===== config.mk =====
export PLATFORM = sky130hd
export DESIGN_NAME = tab_expand_utf8_columns
export DESIGN_NICKNAME = d
export VERILOG_FILES = /design/src/design/tec_pkg.sv /design/src/design/tec_front.sv /design/src/design/tec_queue.sv /design/src/design/tec_back.sv /design/src/design/tab_expand_utf8_columns.sv
export SDC_FILE = /design/constraint.sdc
export NUM_CORES = 1
export LEC_CHECK = 0
export ABC_AREA = 1
export ABC_CLOCK_PERIOD_IN_PS = 5200
export BUFFER_PORTS_ARGS = -buffer_cell sky130_fd_sc_hd__buf_2
export CAP_MARGIN = 5
export CELL_PAD_IN_SITES_DETAIL_PLACEMENT = 0
export CELL_PAD_IN_SITES_GLOBAL_PLACEMENT = 1
export CORE_MARGIN = 2
export CORE_UTILIZATION = 40
export DETAILED_ROUTE_END_ITERATION = 8
export GPL_TIMING_DRIVEN = 1
export PLACE_DENSITY = 0.72
export SYNTH_ARGS = -nofsm -noshare
export SYNTH_HDL_FRONTEND = slang
export SYNTH_SLANG_ARGS = --single-unit

===== constraint.sdc =====
create_clock -name clk -period 5.2 [get_ports clk]
set_clock_uncertainty 0.15 [all_clocks]
set_input_delay 0.52 -clock clk [delete_from_list [all_inputs] [get_ports clk]]
set_output_delay 0.52 -clock clk [all_outputs]
set_load 0.01 [all_outputs]

===== src/design/tec_pkg.sv =====
`timescale 1ns / 1ps
// Shared types, constants and byte helpers for the tab-expanding UTF-8 column renderer.
// Used by the front, the item queue, the render engine and the top level.
package tec_pkg;

    localparam int MAX_COLUMNS_DEF = 4096;
    localparam int QUEUE_DEPTH     = 4;
    localparam int MAX_TAB         = 8;

    localparam logic [3:0]  TAB_WIDTH_RESET = 4'd4;
    localparam logic [11:0] OFF_CAP         = 12'hFFF;

    localparam logic [7:0] CHAR_TAB   = 8'h09;
    localparam logic [7:0] CHAR_SPACE = 8'h20;
    localparam logic [7:0] CHAR_DOT   = 8'h2E;
    localparam logic [7:0] CHAR_GT    = 8'h3E;
    localparam logic [7:0] CHAR_C     = 8'h43;
    localparam logic [7:0] CHAR_E     = 8'h45;
    localparam logic [7:0] CHAR_F     = 8'h46;
    localparam logic [7:0] CHAR_L     = 8'h4C;
    localparam logic [7:0] CHAR_O     = 8'h4F;
    localparam logic [7:0] CHAR_R     = 8'h52;

    // configuration register indexes
    localparam logic REG_TAB_WIDTH   = 1'b0;
    localparam logic REG_SHOW_HIDDEN = 1'b1;

    typedef enum logic [1:0] {
        MARK_NONE,
        MARK_LF,
        MARK_CRLF,
        MARK_EOF
    } marker_t;

    typedef struct packed {
        logic       has_byte;
        logic [7:0] text;
        logic       line_done;
        marker_t    end_marker;
    } item_t;

    typedef struct packed {
        logic [3:0] tab_width;
        logic       show_hidden;
    } cfg_t;

    // UTF-8 sequence length announced by a lead byte
    function automatic logic [2:0] seq_len(input logic [7:0] b);
        logic [2:0] len;
        if (b < 8'h80)
            len = 3'd1;
        else if (b < 8'hE0)
            len = 3'd2;
        else if (b < 8'hF0)
            len = 3'd3;
        else
            len = 3'd4;
        return len;
    endfunction

    function automatic logic is_cont(input logic [7:0] b);
        return (b & 8'hC0) == 8'h80;
    endfunction

    function automatic logic [11:0] sat_off(input logic [11:0] v, input logic [1:0] k);
        logic [12:0] s;
        s = {1'b0, v} + {11'd0, k};
        return (s > {1'b0, OFF_CAP}) ? OFF_CAP : s[11:0];
    endfunction

    function automatic logic [2:0] marker_len(input marker_t m);
        logic [2:0] len;
        unique case (m)
            MARK_LF:   len = 3'd3;
            MARK_CRLF: len = 3'd5;
            MARK_EOF:  len = 3'd4;
            default:   len = 3'd0;
        endcase
        return len;
    endfunction

    // bytes of " LF", " CRLF" and " EOF"
    function automatic logic [7:0] marker_char(input marker_t m, input logic [2:0] idx);
        logic [7:0] c;
        c = CHAR_SPACE;
        unique case (m)
            MARK_LF: begin
                if (idx == 3'd1)
                    c = CHAR_L;
                else if (idx == 3'd2)
                    c = CHAR_F;
            end
            MARK_CRLF: begin
                if (idx == 3'd1)
                    c = CHAR_C;
                else if (idx == 3'd2)
                    c = CHAR_R;
                else if (idx == 3'd3)
                    c = CHAR_L;
                else if (idx == 3'd4)
                    c = CHAR_F;
            end
            MARK_EOF: begin
                if (idx == 3'd1)
                    c = CHAR_E;
                else if (idx == 3'd2)
                    c = CHAR_O;
                else if (idx == 3'd3)
                    c = CHAR_F;
            end
            default: c = CHAR_SPACE;
        endcase
        return c;
    endfunction

endpackage


===== src/design/tec_front.sv =====
`timescale 1ns / 1ps
// Input side: accepts stream items, drops those that carry neither byte nor line end,
// and packs the rest for the item queue. Depends on tec_pkg.
module tec_front
    import tec_pkg::*;
(
    input  logic       s_tvalid,
    output logic       s_tready,
    input  logic [7:0] s_tdata,   // text_in
    input  logic [2:0] s_tuser,   // has_byte, end_marker[1:0]
    input  logic       s_tlast,   // line_done
    input  logic       q_full,
    output logic       q_push,
    output item_t      q_item
);

    assign s_tready = !q_full;

    always_comb
    begin
        q_item.has_byte   = s_tuser[0];
        q_item.text       = s_tdata;
        q_item.line_done  = s_tlast;
        q_item.end_marker = marker_t'(s_tuser[2:1]);
        // an item with no byte and no line end renders nothing: drop it here
        q_push = s_tvalid && !q_full && (s_tuser[0] || s_tlast);
    end

endmodule


===== src/design/tec_queue.sv =====
`timescale 1ns / 1ps
// Short item queue between the front and the render engine.
// Depends on tec_pkg for the item type and depth.
module tec_queue
    import tec_pkg::*;
(
    input  logic  clk,
    input  logic  rst_n,
    input  logic  push,
    input  item_t push_item,
    input  logic  pop,
    output logic  full,
    output logic  valid,
    output item_t head
);

    localparam int PTR_W = $clog2(QUEUE_DEPTH);
    localparam int CNT_W = $clog2(QUEUE_DEPTH + 1);

    item_t              mem [QUEUE_DEPTH];
    logic [PTR_W-1:0]   wr_ptr_reg, wr_ptr_next;
    logic [PTR_W-1:0]   rd_ptr_reg, rd_ptr_next;
    logic [CNT_W-1:0]   count_reg, count_next;

    assign full  = count_reg == CNT_W'(QUEUE_DEPTH);
    assign valid = count_reg != '0;
    assign head  = mem[rd_ptr_reg];

    always_comb
    begin
        wr_ptr_next = push ? wr_ptr_reg + 1'b1 : wr_ptr_reg;
        rd_ptr_next = pop ? rd_ptr_reg + 1'b1 : rd_ptr_reg;
        count_next  = count_reg + CNT_W'(push) - CNT_W'(pop);
    end

    always_ff @(posedge clk or negedge rst_n)
    begin
        if (!rst_n)
        begin
            wr_ptr_reg <= '0;
            rd_ptr_reg <= '0;
            count_reg  <= '0;
        end
        else
        begin
            wr_ptr_reg <= wr_ptr_next;
            rd_ptr_reg <= rd_ptr_next;
            count_reg  <= count_next;
        end
    end

    always_ff @(posedge clk)
    begin
        if (push)
            mem[wr_ptr_reg] <= push_item;
    end

endmodule


===== src/design/tec_back.sv =====
`timescale 1ns / 1ps
// Render engine: UTF-8 sequence tracking, tab runs, line-end markers and column counting,
// at most one result per cycle, into an output register held on stall. Depends on tec_pkg.
module tec_back
    import tec_pkg::*;
#(
    parameter int MAX_COLUMNS = MAX_COLUMNS_DEF
)
(
    input  logic        clk,
    input  logic        rst_n,
    input  cfg_t        cfg,
    input  logic        q_valid,
    input  item_t       q_item,
    output logic        q_pop,
    output logic        m_tvalid,
    input  logic        m_tready,
    output logic [31:0] m_tdata,  // text_out[7:0], column[11:0], source_offset[11:0]
    output logic [1:0]  m_tuser,  // is_text, is_marker
    output logic        m_tlast   // line_end
);

    localparam int COL_CAP_INT = (MAX_COLUMNS - 1 < 4095) ? MAX_COLUMNS - 1 : 4095;
    localparam logic [11:0] COL_CAP = 12'(COL_CAP_INT);

    typedef enum logic [2:0] {
        S_LOAD,
        S_RUN,
        S_TAB,
        S_SEQ,
        S_MARK,
        S_FINAL
    } state_t;

    state_t      state_reg, state_next;
    logic [11:0] col_reg, col_next;
    logic [11:0] src_reg, src_next;
    logic [11:0] pstart_reg, pstart_next;
    logic [11:0] tab_off_reg, tab_off_next;
    logic [2:0]  phase_reg [MAX_TAB];
    logic [2:0]  phase_next [MAX_TAB];
    logic [7:0]  pbyte_reg [4];
    logic [7:0]  pbyte_next [4];
    logic [1:0]  pcount_reg, pcount_next;
    logic [2:0]  elen_reg, elen_next;
    logic [7:0]  wq_byte_reg [4];
    logic [7:0]  wq_byte_next [4];
    logic [11:0] wq_off_reg [4];
    logic [11:0] wq_off_next [4];
    logic [2:0]  wq_cnt_reg, wq_cnt_next;
    logic        done_reg, done_next;
    marker_t     mark_reg, mark_next;
    logic [3:0]  tab_left_reg, tab_left_next;
    logic        tab_first_reg, tab_first_next;
    logic [1:0]  seq_left_reg, seq_left_next;
    logic [2:0]  mark_idx_reg, mark_idx_next;

    logic        out_valid_reg, out_valid_next;
    logic        out_text_reg, out_text_next;
    logic [7:0]  out_byte_reg, out_byte_next;
    logic [11:0] out_col_reg, out_col_next;
    logic [11:0] out_off_reg, out_off_next;
    logic        out_mark_reg, out_mark_next;
    logic        out_end_reg, out_end_next;

    logic        advance;
    logic        col_step;
    logic        pop_wq;
    logic        break_seq;
    logic [3:0]  tw;
    logic [3:0]  run;
    logic [7:0]  head_byte;
    logic [11:0] head_off;
    logic [2:0]  wq_sum;

    function automatic logic [11:0] sat_col(input logic [11:0] c, input logic [2:0] k);
        logic [12:0] s;
        s = {1'b0, c} + {10'd0, k};
        return (s > {1'b0, COL_CAP}) ? COL_CAP : s[11:0];
    endfunction

    assign m_tvalid = out_valid_reg;
    assign m_tdata  = {out_off_reg, out_col_reg, out_byte_reg};
    assign m_tuser  = {out_mark_reg, out_text_reg};
    assign m_tlast  = out_end_reg;

    assign advance   = !out_valid_reg || m_tready;
    assign head_byte = wq_byte_reg[0];
    assign head_off  = wq_off_reg[0];

    always_comb
    begin
        if (cfg.tab_width == 4'd0)
            tw = 4'd1;
        else if (cfg.tab_width > 4'd8)
            tw = 4'd8;
        else
            tw = cfg.tab_width;
        run = tw - {1'b0, phase_reg[3'(tw - 4'd1)]};
    end

    always_comb
    begin
        state_next     = state_reg;
        col_next       = col_reg;
        src_next       = src_reg;
        pstart_next    = pstart_reg;
        tab_off_next   = tab_off_reg;
        phase_next     = phase_reg;
        pbyte_next     = pbyte_reg;
        pcount_next    = pcount_reg;
        elen_next      = elen_reg;
        wq_byte_next   = wq_byte_reg;
        wq_off_next    = wq_off_reg;
        wq_cnt_next    = wq_cnt_reg;
        done_next      = done_reg;
        mark_next      = mark_reg;
        tab_left_next  = tab_left_reg;
        tab_first_next = tab_first_reg;
        seq_left_next  = seq_left_reg;
        mark_idx_next  = mark_idx_reg;

        out_valid_next = out_valid_reg && !m_tready;
        out_text_next  = out_text_reg;
        out_byte_next  = out_byte_reg;
        out_col_next   = out_col_reg;
        out_off_next   = out_off_reg;
        out_mark_next  = out_mark_reg;
        out_end_next   = out_end_reg;

        q_pop     = 1'b0;
        col_step  = 1'b0;
        pop_wq    = 1'b0;
        break_seq = 1'b0;
        wq_sum    = 3'd0;

        unique case (state_reg)
            S_LOAD: begin
                if (q_valid)
                begin
                    q_pop     = 1'b1;
                    done_next = q_item.line_done;
                    mark_next = q_item.end_marker;
                    if (q_item.has_byte)
                    begin
                        wq_byte_next[0] = q_item.text;
                        wq_off_next[0]  = src_reg;
                        wq_cnt_next     = 3'd1;
                        src_next        = sat_off(src_reg, 2'd1);
                    end
                    state_next = S_RUN;
                end
            end

            S_RUN: begin
                if (advance)
                begin
                    if (wq_cnt_reg != 3'd0)
                    begin
                        if (pcount_reg == 2'd0)
                        begin
                            pop_wq = 1'b1;
                            if (head_byte == CHAR_TAB)
                            begin
                                tab_left_next  = run;
                                tab_first_next = 1'b1;
                                tab_off_next   = head_off;
                                state_next     = S_TAB;
                            end
                            else if (seq_len(head_byte) == 3'd1)
                            begin
                                out_valid_next = 1'b1;
                                out_text_next  = 1'b1;
                                out_byte_next  = (cfg.show_hidden && head_byte == CHAR_SPACE) ?
                                                 CHAR_DOT : head_byte;
                                out_col_next   = col_reg;
                                out_off_next   = head_off;
                                out_mark_next  = 1'b0;
                                out_end_next   = 1'b0;
                                col_step       = 1'b1;
                            end
                            else
                            begin
                                // hold the lead until the sequence resolves
                                pbyte_next[0] = head_byte;
                                pcount_next   = 2'd1;
                                elen_next     = seq_len(head_byte);
                                pstart_next   = head_off;
                            end
                        end
                        else if (is_cont(head_byte))
                        begin
                            pop_wq                 = 1'b1;
                            pbyte_next[pcount_reg] = head_byte;
                            if ({1'b0, pcount_reg} + 3'd1 >= elen_reg)
                            begin
                                seq_left_next = pcount_reg;
                                state_next    = S_SEQ;
                            end
                            else
                                pcount_next = pcount_reg + 2'd1;
                        end
                        else
                            break_seq = 1'b1;
                    end
                    else if (done_reg)
                    begin
                        if (pcount_reg != 2'd0)
                            break_seq = 1'b1;
                        else if (cfg.show_hidden && mark_reg != MARK_NONE)
                        begin
                            mark_idx_next = 3'd0;
                            state_next    = S_MARK;
                        end
                        else
                            state_next = S_FINAL;
                    end
                    else
                        state_next = S_LOAD;
                end
            end

            S_TAB: begin
                if (advance)
                begin
                    out_valid_next = 1'b1;
                    out_text_next  = 1'b1;
                    out_byte_next  = (tab_first_reg && cfg.show_hidden) ? CHAR_GT : CHAR_SPACE;
                    out_col_next   = col_reg;
                    out_off_next   = tab_off_reg;
                    out_mark_next  = cfg.show_hidden;
                    out_end_next   = 1'b0;
                    col_step       = 1'b1;
                    tab_first_next = 1'b0;
                    if (tab_left_reg == 4'd1)
                        state_next = S_RUN;
                    else
                        tab_left_next = tab_left_reg - 4'd1;
                end
            end

            S_SEQ: begin
                if (advance)
                begin
                    out_valid_next = 1'b1;
                    out_text_next  = 1'b1;
                    out_byte_next  = pbyte_reg[0];
                    out_col_next   = col_reg;
                    out_off_next   = pstart_reg;
                    out_mark_next  = 1'b0;
                    out_end_next   = 1'b0;
                    pbyte_next[0]  = pbyte_reg[1];
                    pbyte_next[1]  = pbyte_reg[2];
                    pbyte_next[2]  = pbyte_reg[3];
                    if (seq_left_reg == 2'd0)
                    begin
                        col_step    = 1'b1;
                        pcount_next = 2'd0;
                        elen_next   = 3'd0;
                        state_next  = S_RUN;
                    end
                    else
                        seq_left_next = seq_left_reg - 2'd1;
                end
            end

            S_MARK: begin
                if (advance)
                begin
                    out_valid_next = 1'b1;
                    out_text_next  = 1'b1;
                    out_byte_next  = marker_char(mark_reg, mark_idx_reg);
                    out_col_next   = sat_col(col_reg, mark_idx_reg);
                    out_off_next   = src_reg;
                    out_mark_next  = 1'b1;
                    out_end_next   = 1'b0;
                    if (mark_idx_reg == marker_len(mark_reg) - 3'd1)
                        state_next = S_FINAL;
                    else
                        mark_idx_next = mark_idx_reg + 3'd1;
                end
            end

            S_FINAL: begin
                if (advance)
                begin
                    out_valid_next = 1'b1;
                    out_text_next  = 1'b0;
                    out_byte_next  = 8'd0;
                    out_col_next   = col_reg;
                    out_off_next   = src_reg;
                    out_mark_next  = 1'b0;
                    out_end_next   = 1'b1;
                    col_next       = 12'd0;
                    src_next       = 12'd0;
                    pcount_next    = 2'd0;
                    elen_next      = 3'd0;
                    pstart_next    = 12'd0;
                    for (int i = 0; i < MAX_TAB; i++)
                        phase_next[i] = 3'd0;
                    state_next = S_LOAD;
                end
            end

            default: state_next = S_LOAD;
        endcase

        if (pop_wq)
        begin
            for (int i = 0; i < 3; i++)
            begin
                wq_byte_next[i] = wq_byte_reg[i + 1];
                wq_off_next[i]  = wq_off_reg[i + 1];
            end
            wq_cnt_next = wq_cnt_reg - 3'd1;
        end

        // broken sequence: lead goes out alone, the held bytes are examined again
        if (break_seq)
        begin
            out_valid_next = 1'b1;
            out_text_next  = 1'b1;
            out_byte_next  = pbyte_reg[0];
            out_col_next   = col_reg;
            out_off_next   = pstart_reg;
            out_mark_next  = 1'b0;
            out_end_next   = 1'b0;
            col_step       = 1'b1;
            pcount_next    = 2'd0;
            elen_next      = 3'd0;
            wq_sum         = wq_cnt_reg + {1'b0, pcount_reg} - 3'd1;
            unique case (pcount_reg)
                2'd2: begin
                    wq_byte_next[0] = pbyte_reg[1];
                    wq_off_next[0]  = sat_off(pstart_reg, 2'd1);
                    for (int i = 1; i < 4; i++)
                    begin
                        wq_byte_next[i] = wq_byte_reg[i - 1];
                        wq_off_next[i]  = wq_off_reg[i - 1];
                    end
                end
                2'd3: begin
                    wq_byte_next[0] = pbyte_reg[1];
                    wq_off_next[0]  = sat_off(pstart_reg, 2'd1);
                    wq_byte_next[1] = pbyte_reg[2];
                    wq_off_next[1]  = sat_off(pstart_reg, 2'd2);
                    for (int i = 2; i < 4; i++)
                    begin
                        wq_byte_next[i] = wq_byte_reg[i - 2];
                        wq_off_next[i]  = wq_off_reg[i - 2];
                    end
                end
                default: ;
            endcase
            wq_cnt_next = (wq_sum > 3'd4) ? 3'd4 : wq_sum;
        end

        // column advance keeps one phase counter per tab width
        if (col_step && col_reg < COL_CAP)
        begin
            col_next = col_reg + 12'd1;
            for (int i = 0; i < MAX_TAB; i++)
                phase_next[i] = (phase_reg[i] == 3'(i)) ? 3'd0 : phase_reg[i] + 3'd1;
        end
    end

    always_ff @(posedge clk or negedge rst_n)
    begin
        if (!rst_n)
        begin
            state_reg     <= S_LOAD;
            col_reg       <= '0;
            src_reg       <= '0;
            pstart_reg    <= '0;
            for (int i = 0; i < MAX_TAB; i++)
                phase_reg[i] <= '0;
            pcount_reg    <= '0;
            elen_reg      <= '0;
            wq_cnt_reg    <= '0;
            done_reg      <= 1'b0;
            mark_reg      <= MARK_NONE;
            tab_left_reg  <= '0;
            tab_first_reg <= 1'b0;
            seq_left_reg  <= '0;
            mark_idx_reg  <= '0;
            out_valid_reg <= 1'b0;
            out_text_reg  <= 1'b0;
            out_byte_reg  <= '0;
            out_col_reg   <= '0;
            out_off_reg   <= '0;
            out_mark_reg  <= 1'b0;
            out_end_reg   <= 1'b0;
        end
        else
        begin
            state_reg     <= state_next;
            col_reg       <= col_next;
            src_reg       <= src_next;
            pstart_reg    <= pstart_next;
            phase_reg     <= phase_next;
            pcount_reg    <= pcount_next;
            elen_reg      <= elen_next;
            wq_cnt_reg    <= wq_cnt_next;
            done_reg      <= done_next;
            mark_reg      <= mark_next;
            tab_left_reg  <= tab_left_next;
            tab_first_reg <= tab_first_next;
            seq_left_reg  <= seq_left_next;
            mark_idx_reg  <= mark_idx_next;
            out_valid_reg <= out_valid_next;
            out_text_reg  <= out_text_next;
            out_byte_reg  <= out_byte_next;
            out_col_reg   <= out_col_next;
            out_off_reg   <= out_off_next;
            out_mark_reg  <= out_mark_next;
            out_end_reg   <= out_end_next;
        end
    end

    always_ff @(posedge clk)
    begin
        pbyte_reg   <= pbyte_next;
        wq_byte_reg <= wq_byte_next;
        wq_off_reg  <= wq_off_next;
        tab_off_reg <= tab_off_next;
    end

    a_pending_short : assert property (@(posedge clk) disable iff (!rst_n)
        (pcount_reg != 2'd0) |-> (elen_reg >= 3'd2 && {1'b0, pcount_reg} < elen_reg))
        else $error("held sequence longer than its lead announced");

    a_replay_depth : assert property (@(posedge clk) disable iff (!rst_n)
        wq_cnt_reg <= 3'd3)
        else $error("replay queue overfilled");

    a_final_clean : assert property (@(posedge clk) disable iff (!rst_n)
        (state_reg == S_FINAL) |-> (pcount_reg == 2'd0 && wq_cnt_reg == 3'd0))
        else $error("line closed with bytes still pending");

    a_stall_holds : assert property (@(posedge clk) disable iff (!rst_n)
        (out_valid_reg && !m_tready) |=> ($stable(col_reg) && $stable(pcount_reg)))
        else $error("engine advanced while output stalled");

endmodule


===== src/design/tab_expand_utf8_columns.sv =====
`timescale 1ns / 1ps
// With the engine idle, an accepted item is written into the queue, loaded by the render engine
// and, for a plain byte, rendered into the output register; a tab or a completed UTF-8 sequence
// passes through the tab or sequence state first. The engine renders one item at a time and
// gives at most one result per cycle; held bytes of a UTF-8 sequence give no result until it
// completes or breaks, and output stalls hold the engine.
// Reset (rst_n low, asynchronous) clears counters, queue, engine state; tab_width 4, show_hidden 0.
module tab_expand_utf8_columns
    import tec_pkg::*;
#(
    parameter int MAX_COLUMNS = MAX_COLUMNS_DEF
)
(
    input  logic        clk,
    input  logic        rst_n,
    input  logic        cfg_we,
    input  logic        cfg_index,
    input  logic [3:0]  cfg_data,
    input  logic        s_tvalid,
    output logic        s_tready,
    input  logic [7:0]  s_tdata,   // text_in
    input  logic [2:0]  s_tuser,   // has_byte, end_marker[1:0]
    input  logic        s_tlast,   // line_done
    output logic        m_tvalid,
    input  logic        m_tready,
    output logic [31:0] m_tdata,   // text_out[7:0], column[11:0], source_offset[11:0]
    output logic [1:0]  m_tuser,   // is_text, is_marker
    output logic        m_tlast    // line_end
);

    logic [3:0] tab_width_reg;
    logic       show_hidden_reg;
    cfg_t       cfg;
    logic       q_full;
    logic       q_push;
    item_t      push_item;
    logic       q_valid;
    logic       q_pop;
    item_t      head_item;

    always_ff @(posedge clk or negedge rst_n)
    begin
        if (!rst_n)
        begin
            tab_width_reg   <= TAB_WIDTH_RESET;
            show_hidden_reg <= 1'b0;
        end
        else if (cfg_we)
        begin
            if (cfg_index == REG_TAB_WIDTH)
                tab_width_reg <= cfg_data;
            else if (cfg_index == REG_SHOW_HIDDEN)
                show_hidden_reg <= cfg_data[0];
        end
    end

    always_comb
    begin
        cfg.tab_width   = tab_width_reg;
        cfg.show_hidden = show_hidden_reg;
    end

    tec_front u_front (
        .s_tvalid (s_tvalid),
        .s_tready (s_tready),
        .s_tdata  (s_tdata),
        .s_tuser  (s_tuser),
        .s_tlast  (s_tlast),
        .q_full   (q_full),
        .q_push   (q_push),
        .q_item   (push_item)
    );

    tec_queue u_queue (
        .clk       (clk),
        .rst_n     (rst_n),
        .push      (q_push),
        .push_item (push_item),
        .pop       (q_pop),
        .full      (q_full),
        .valid     (q_valid),
        .head      (head_item)
    );

    tec_back #(
        .MAX_COLUMNS (MAX_COLUMNS)
    ) u_back (
        .clk      (clk),
        .rst_n    (rst_n),
        .cfg      (cfg),
        .q_valid  (q_valid),
        .q_item   (head_item),
        .q_pop    (q_pop),
        .m_tvalid (m_tvalid),
        .m_tready (m_tready),
        .m_tdata  (m_tdata),
        .m_tuser  (m_tuser),
        .m_tlast  (m_tlast)
    );

endmodule


==> results of run 1 <==
-- where the power goes --
part	internal, uW	switching [uW]	total (uW)
logic	1820	3720	5540
clock network	1490	1030	2520
registers	3440	805	4250
total	6750	5560	12300
-- final cells by class --
cell class | count | area share [%]
clock buffer | 56 | 5.89
clock inverter | 11 | 0.519
tap | 532 | 3.64
inverter | 254 | 5.21
sequential | 304 | 43.0
multi-input combinational | 1378 | 39.2
timing repair buffer | 80 | 2.60
-- critical path, delay by kind of cell (launching register included) --
family | cells | cell delay, ns
flops | 1 | 0.42
fa+ha+maj | 1 | 0.27
simple gates | 2 | 0.64
buf+inv | 6 | 1.78
compound gates | 2 | 0.27
-- per-stage QoR --
step                      total power (uW)  hold slack [ns]  util, %  worst slack, ns
final                                12300           0.0297     45.0             1.34
after global routing                 13400           0.0263     45.0             1.08
after CTS                            12400          0.00514     45.0             1.39
after detailed placement              9790            0.308     42.1             1.42
after global placement                9690            0.304     42.1             1.51
after floorplan                       8070           0.0744        -             1.80
-- routing by layer --
layer | vias to the layer above | part of all wire, % | global-route usage (%)
li1 | 6879 | - | -
met1 | 6536 | 49 | 32.7
met2 | 342 | 44 | 33.4
met3 | 71 | 4.9 | 3.36
met4 | 0 | 2.5 | 6.91
met5 | - | 0 | 0
-- cell families after synthesis --
group                      Yosys count  share of synthesized area, %
and+or+nand+nor                    813                          20.8
AOI/OAI and AO/OA                  460                          15.8
buffers and inverters              350                          8.34
DFF                                304                          48.0
adders and majority gates           56                          4.42
xor gates and xnor gates            47                          2.51
muxes                                2                         0.137
-- cell usage after synthesis, drive strengths merged (2+ instances only) --
cell type / n / share of area (%)
nand2: 458 / 11
o21ai: 277 / 8.5
inv: 250 / 5.7
nand3: 162 / 5.0
nor2: 144 / 3.5
dfrtp: 131 / 20
edfxtp: 112 / 21
dfxtp: 60 / 7.3
clkbuf: 59 / 1.4
o22ai: 56 / 2.1
ha: 53 / 4.0
o211ai: 44 / 2.0
a21oi: 41 / 1.3
buf: 37 / 1.2
xor2: 37 / 2.0
nor3: 23 / 0.70
a31oi: 18 / 0.69
nand4: 15 / 0.57
xnor2: 10 / 0.53
a221oi: 8 / 0.43
clkinv: 4 / 0.092
nor4: 4 / 0.19
or2: 4 / 0.15
a211oi: 3 / 0.14
fa: 3 / 0.37
o2111ai: 3 / 0.16
o21a: 3 / 0.14
mux2: 2 / 0.14
nor3b: 2 / 0.092
o31ai: 2 / 0.092
-- worst paths after layout --
path,to,depth (start not counted)
max,u_back.wq_off_reg[4],11
min,show_hidden_reg,2
max reg2reg,u_back.wq_off_reg[4],11
min reg2reg,u_back.m_tlast,2
max in group asynchronous,u_queue.rd_ptr_reg[1],3
min in group asynchronous,u_back.phase_reg[6],2
-- what timing repair did --
item | 4_1_cts | 5_1_grt
buffers inserted | 0 | 0
hold buffers | 1 | 0
endpoints found under the hold margin | 90 | 0
==> summary.md, run 1 <==
| Metric | Value |
|---|---|
| Status | `completed` |
| Endpoints failing setup | `0` |
| Root Driver | `clkbuf_16` |
| Post-Syn Instances | `2032` |
| Worst hold path type | `input pin to flop` |
| Number of global-route vias before repair | `around 13000` |
| CP Launch Point | `u_back.pcount_reg[0]` |
| Port bufs | `58` |
| Clock sinks | `approximately 300` |
| Core area | `about 40000 um^2` |
| Setup CP Type | `flop to flop` |
| Top_reg_cell synth | `dfrtp_1` |
| Placement-stage cell area | `17100 um^2` |
| Die height | `around 210 um` |
| Reg area | `a little under 8000 um^2` |
| R2r startpoint | `u_back.pcount_reg[0]` |
| Mapped cell area | `16400 um^2` |
| Number of synthesized flops with an enable pin | `approximately 110` |
| Most frequent cells in the layout | `454 x nand2_1, 239 x inv_1, 228 x o21ai_0, 161 x nand3_1, 137 x nor2_1` |
| Static Leak | `slightly above 0.008 uW` |
| FP Rows | `74` |
| Final wirelength | `46.2 mm` |
| Min Tclk post-route | `3.86 ns` |
| WL per Instance | `between 15 and 20 um` |
| Die width | `between 200 and 250 um` |
| Max incr delay on CP | `roughly 0.68 ns` |
| Crit. End Element | `flop` |
| R2R setup slack | `around 1.3 ns` |
| Final net count | `about 2100` |
| Max Freq | `259 MHz` |
| GR Overflow Total | `0` |
| Die Area | `roughly 43000 um^2` |
| Design Area, Final | `18300 um^2` |
| Relative slew slack | `about a quarter` |
| Drt initial violations | `1097` |
| Largest net degree at the start of global routing | `between 90 and 100` |
| Sequential share of the synthesized area | `~48%` |
| Max FO, Critical Path | `27` |
| Layout fillers | `~4000` |
| Post-DP HPWL | `between 30 and 40 mm` |
| Fraction of registers with async set/reset | `43.4%` |
| Worst path slowest cell | `inv_1` |
| Max FFs per register | `48` |
| Total nets after synthesis | `approximately 2100` |
| Max Buffers Root-to-Sink | `3` |
| Part of the cycle the worst path needs | `roughly three quarters` |
| Unrepaired setup endpoints after global routing | `no` |
| Most common cell after layout, fill and taps aside | `nand2_1` |
| P per Cell Area | `roughly 670 nW/um^2` |
| Hold Path Origin | `cfg_we` |
| Layout Cells excl Fill | `about 2600` |
| Drt first pass iters | `5` |
| Vias/cell | `between 5 and 6` |
| Overall Global Routing Usage | `22.2%` |
| Multi-input logic area | `7170 um^2` |
| # DRC | `0` |
| Detail Route Antenna Nets | `0` |
| CP Data Required Time | `between 5 and 6 ns` |
| Post-placement cell count | `2547` |
| Synth Area per Inst | `roughly 8.1 um^2` |
| Worst-Skew Late Latency | `0.55 ns` |
| First-pass GRT wire length | `74.2 mm` |
| Number of max-cap violations | `0` |
| Final hold viol count | `0` |
| Clock buffer count from CTS | `37` |
| Area grow syn2layout | `11.8%` |
| Vias | `13800` |
| Layout cells sized above 1 | `between 7 and 8%` |
| FF+latch count, synth | `a little over 300` |
| Initial Util | `between 40% and 50%` |
| Syn. warnings | `0` |
| Initial antenna violation count | `0` |
| Diode count | `0` |
| PostCTS Resize Cnt | `0` |
| GP Congestion | `0.888` |
| Final setup TNS | `0 ns` |
| Peak VDD IR | `approximately 0.36 mV` |
| Slew Viols, Final | `0` |
| IO Count | `59` |
| Worst-path clk slew | `~0.06 ns` |
| CTS tree | `built` |
| Slew of the pin with the lowest slew margin | `around 1.1 ns` |
| Crit path cell chain | `inv_1 -> ha_1 -> inv_1 -> nand2_1 -> a21oi_1 -> nand3_1 -> buf_4 -> inv_2 -> o21ai_2 -> inv_1 -> buf_12` |
| Netlist cell types | `47` |
| Htree depth | `2` |
| Element type at the critical path start | `flop` |
| Most frequent CP cell | `inv_1` |
| Critical path arrival | `3.95 ns` |
Note: power is estimated with default switching activity, not from simulation.
==> run 2: changes to the inputs <==
--- a/config.mk
+++ b/config.mk
@@ -6,7 +6,7 @@
 export NUM_CORES = 1
 export LEC_CHECK = 0
 export ABC_AREA = 1
-export ABC_CLOCK_PERIOD_IN_PS = 5200
+export ABC_CLOCK_PERIOD_IN_PS = 3960
 export BUFFER_PORTS_ARGS = -buffer_cell sky130_fd_sc_hd__buf_2
 export CAP_MARGIN = 5
 export CELL_PAD_IN_SITES_DETAIL_PLACEMENT = 0
==> constraint.sdc (replaced) <==
create_clock -name clk -period 3.96 [get_ports clk]
set_clock_uncertainty 0.15 [all_clocks]
set_input_delay 0.396 -clock clk [delete_from_list [all_inputs] [get_ports clk]]
set_output_delay 0.396 -clock clk [all_outputs]
set_load 0.01 [all_outputs]
==> run 2 against run 1 <==
- cell count up 1.2%
- global-route usage down 0.17 points
- sequential cell count unchanged
- cell area up 2.3%
==> summary.md, run 2 (synthesis gave the netlist of run 1 again) <==
| Metric | Value |
|---|---|
| Static Leak | `0.00830 uW (+2.6%)` |
| Overall Global Routing Usage | `22.0% (-0.17 points)` |
| Drt first pass iters | `5 (unchanged)` |
| Post-DP HPWL | `31.9 mm (+0.14%)` |
| Clock network fraction of total power | `21.9% (+1.4 points)` |
| Status | `completed` |
| Diode count | `0 (unchanged)` |
| Layout fillers | `4033 (-0.12%)` |
| Die width | `206 um (unchanged)` |
| Placement-stage cell area | `17300 um^2 (+0.76%)` |
| Largest net degree at the start of global routing | `110 (+18%)` |
| Root Driver | `clkbuf_16` |
| IO Count | `59 (unchanged)` |
| Pwr Total | `16600 uW (+35%)` |
| GP Congestion | `0.844 (-5.0%)` |
| CTS tree | `built` |
| Peak VDD IR | `0.346 mV (-3.8%)` |
| Switching share of power | `43.9% (-1.3 points)` |
| CP Data Required Time | `4.23 ns (-1.07 ns)` |
| Max Freq | `315 MHz (+21%)` |
| Part of the cycle the worst path needs | `80.2% (+6.0 points)` |
| Worst-path clk slew | `0.06 ns (about the same)` |
| Worst-Skew Late Latency | `0.55 ns (about the same)` |
| Vias/cell | `5.26 (-0.56%)` |
| Flop pwr share | `33.3% (-1.2 points)` |
| Layout Cells excl Fill | `2646 (+1.2%)` |
| Max FFs per register | `48 (unchanged)` |
| Final setup TNS | `0 ns (unchanged)` |
| Critical path arrival | `3.45 ns (-0.50 ns)` |
| Setup CP Type | `flop to flop` |
| Crit. End Element | `flop` |
| Drt initial violations | `1044 (-4.8%)` |
| Max FO, Critical Path | `8 (-70%)` |
| Endpoints failing setup | `0 (unchanged)` |
| Min Tclk post-route | `3.18 ns (-0.681 ns)` |
| Sw Pwr | `7270 uW (+31%)` |
| Max incr delay on CP | `0.54 ns (-0.14 ns)` |
| Logic gate share of total power | `44.8% (-0.2 points)` |
| First-pass GRT wire length | `73.7 mm (-0.60%)` |
| Worst path slowest cell | `dfstp_2` |
| Initial Util | `40.3% (unchanged)` |
| Most frequent cells in the layout | `454 x nand2_1, 239 x inv_1, 228 x o21ai_0, 161 x nand3_1, 137 x nor2_1` |
| WL per Instance | `17.3 um (-2.1%)` |
| Detail Route Antenna Nets | `0 (unchanged)` |
| Htree depth | `2 (unchanged)` |
| Number of max-cap violations | `0 (unchanged)` |
| Vias | `13900 (+0.62%)` |
| Crit path cell chain | `nor3_1 -> o21ai_1 -> ha_1 -> inv_1 -> o21ai_0 -> o21ai_0 -> inv_1 -> o21ai_0 -> inv_1 -> ha_1 -> nand2_1 -> nor2_1 -> a211oi_1 -> nand2_1 -> nand2_1 -> o22ai_1 -> nand2_1 -> o21ai_0` |
| Core area | `40600 um^2 (unchanged)` |
| PostCTS Resize Cnt | `0 (unchanged)` |
| Max Buffers Root-to-Sink | `3 (unchanged)` |
| Slew Viols, Final | `0 (unchanged)` |
| Internal Dissipation | `9280 uW (+38%)` |
| Clock sinks | `304 (unchanged)` |
| Port bufs | `58 (unchanged)` |
| Area grow syn2layout | `14.4%` |
| Worst hold path type | `input pin to flop` |
| Initial antenna violation count | `0 (unchanged)` |
| Most common cell after layout, fill and taps aside | `nand2_1` |
| Number of global-route vias before repair | `13400 (+2.5%)` |
| Final hold viol count | `0 (unchanged)` |
| Unrepaired setup endpoints after global routing | `no` |
| # DRC | `0 (unchanged)` |
| Clock buffer count from CTS | `36 (-2.7%)` |
| Buf/Inv on CP | `3 (-3)` |
| Element type at the critical path start | `flop` |
| P per Cell Area | `884 nW/um^2 (+31%)` |
| Die height | `206 um (unchanged)` |
| FP Rows | `74 (unchanged)` |
| Layout cells sized above 1 | `8.66% (+0.74 points)` |
| Final wirelength | `45.8 mm (-0.92%)` |
| Design Area, Final | `18700 um^2 (+2.3%)` |
| Relative slew slack | `28.7% (+3.9 points)` |
| Post-placement cell count | `2561 (+0.55%)` |
| Slew of the pin with the lowest slew margin | `1.06 ns (-0.0577 ns)` |
| Final net count | `2164 (+1.5%)` |
| Die Area | `42600 um^2 (unchanged)` |
| Crit path max-delay family | `compound AO/OA/AOI/OAI gates` |
| GR Overflow Total | `0 (unchanged)` |
[run 2: tightest hold or removal path, stage by stage]
cell    delay (ns)
buf_2         0.09
inv_1         0.04
nor3_1        0.10
xor2_1        0.14
[run 2: metrics by stage]
stage	hold WS, ns	utilization (%)	setup WS [ns]
2_1_floorplan	-0.0496	-	0.555
3_3_place_gp	0.298	42.4	0.757
3_5_place_dp	0.324	42.4	0.824
4_1_cts	0.103	46.1	0.786
5_1_grt	0.144	46.1	0.378
6_report	0.122	46.1	0.785
[run 2: metal layers]
metal	share of wire [%]	up-vias	wire (um)	track usage (%)
met5	0	-	0	0
met2	43	313	19900	33.6
met1	49	6570	22500	31.9
met4	2.5	0	1150	6.73
met3	4.9	80	2240	3.63
li1	-	6951	-	-
[run 2: what timing repair did]
action                                 in CTS  in global routing
setup buffers                               0                  0
endpoints found under the hold margin     160                  0
hold buffers                               19                  0
[run 2: worst paths after layout]
| kind | startpoint | endpoint | slack, ns | cells past startpoint |
|---|---|---|---|---|
| min in group asynchronous | rst_n | u_back.out_col_reg[8] | 0.43 | 2 |
| max reg2reg | tab_width_reg[2] | u_back.tab_left_reg[3] | 0.78 | 18 |
| min reg2reg | u_back.m_tlast | u_back.m_tlast | 0.33 | 2 |
| max | tab_width_reg[2] | u_back.tab_left_reg[3] | 0.78 | 18 |
| min | s_tvalid | u_queue.wr_ptr_reg[0] | 0.12 | 4 |
| max in group asynchronous | rst_n | u_back.pstart_reg[6] | 2.30 | 3 |
[run 2: power by group through the flow]
stage | Sequential [uW] | Clock [uW] | Combinational (uW)
final | 5510 | 3620 | 7420
after detailed placement | 5550 | 0 | 7390
after global routing | 5630 | 3820 | 8530
after CTS | 5500 | 3710 | 7440
after global placement | 5540 | 0 | 7290
after floorplan | 5180 | 0 | 5410
[run 2: cell type report]
cell class                      instances  area (um^2)  share of cell area (%)
Multi-Input combinational cell       1378         7170                    38.3
Inverter                              254          953                    5.09
Clock buffer                           53         1070                    5.69
Clock inverter                         13          224                    1.20
Sequential cell                       304         7870                    42.0
Tap cell                              532          666                    3.55
Timing Repair Buffer                  112          787                    4.20
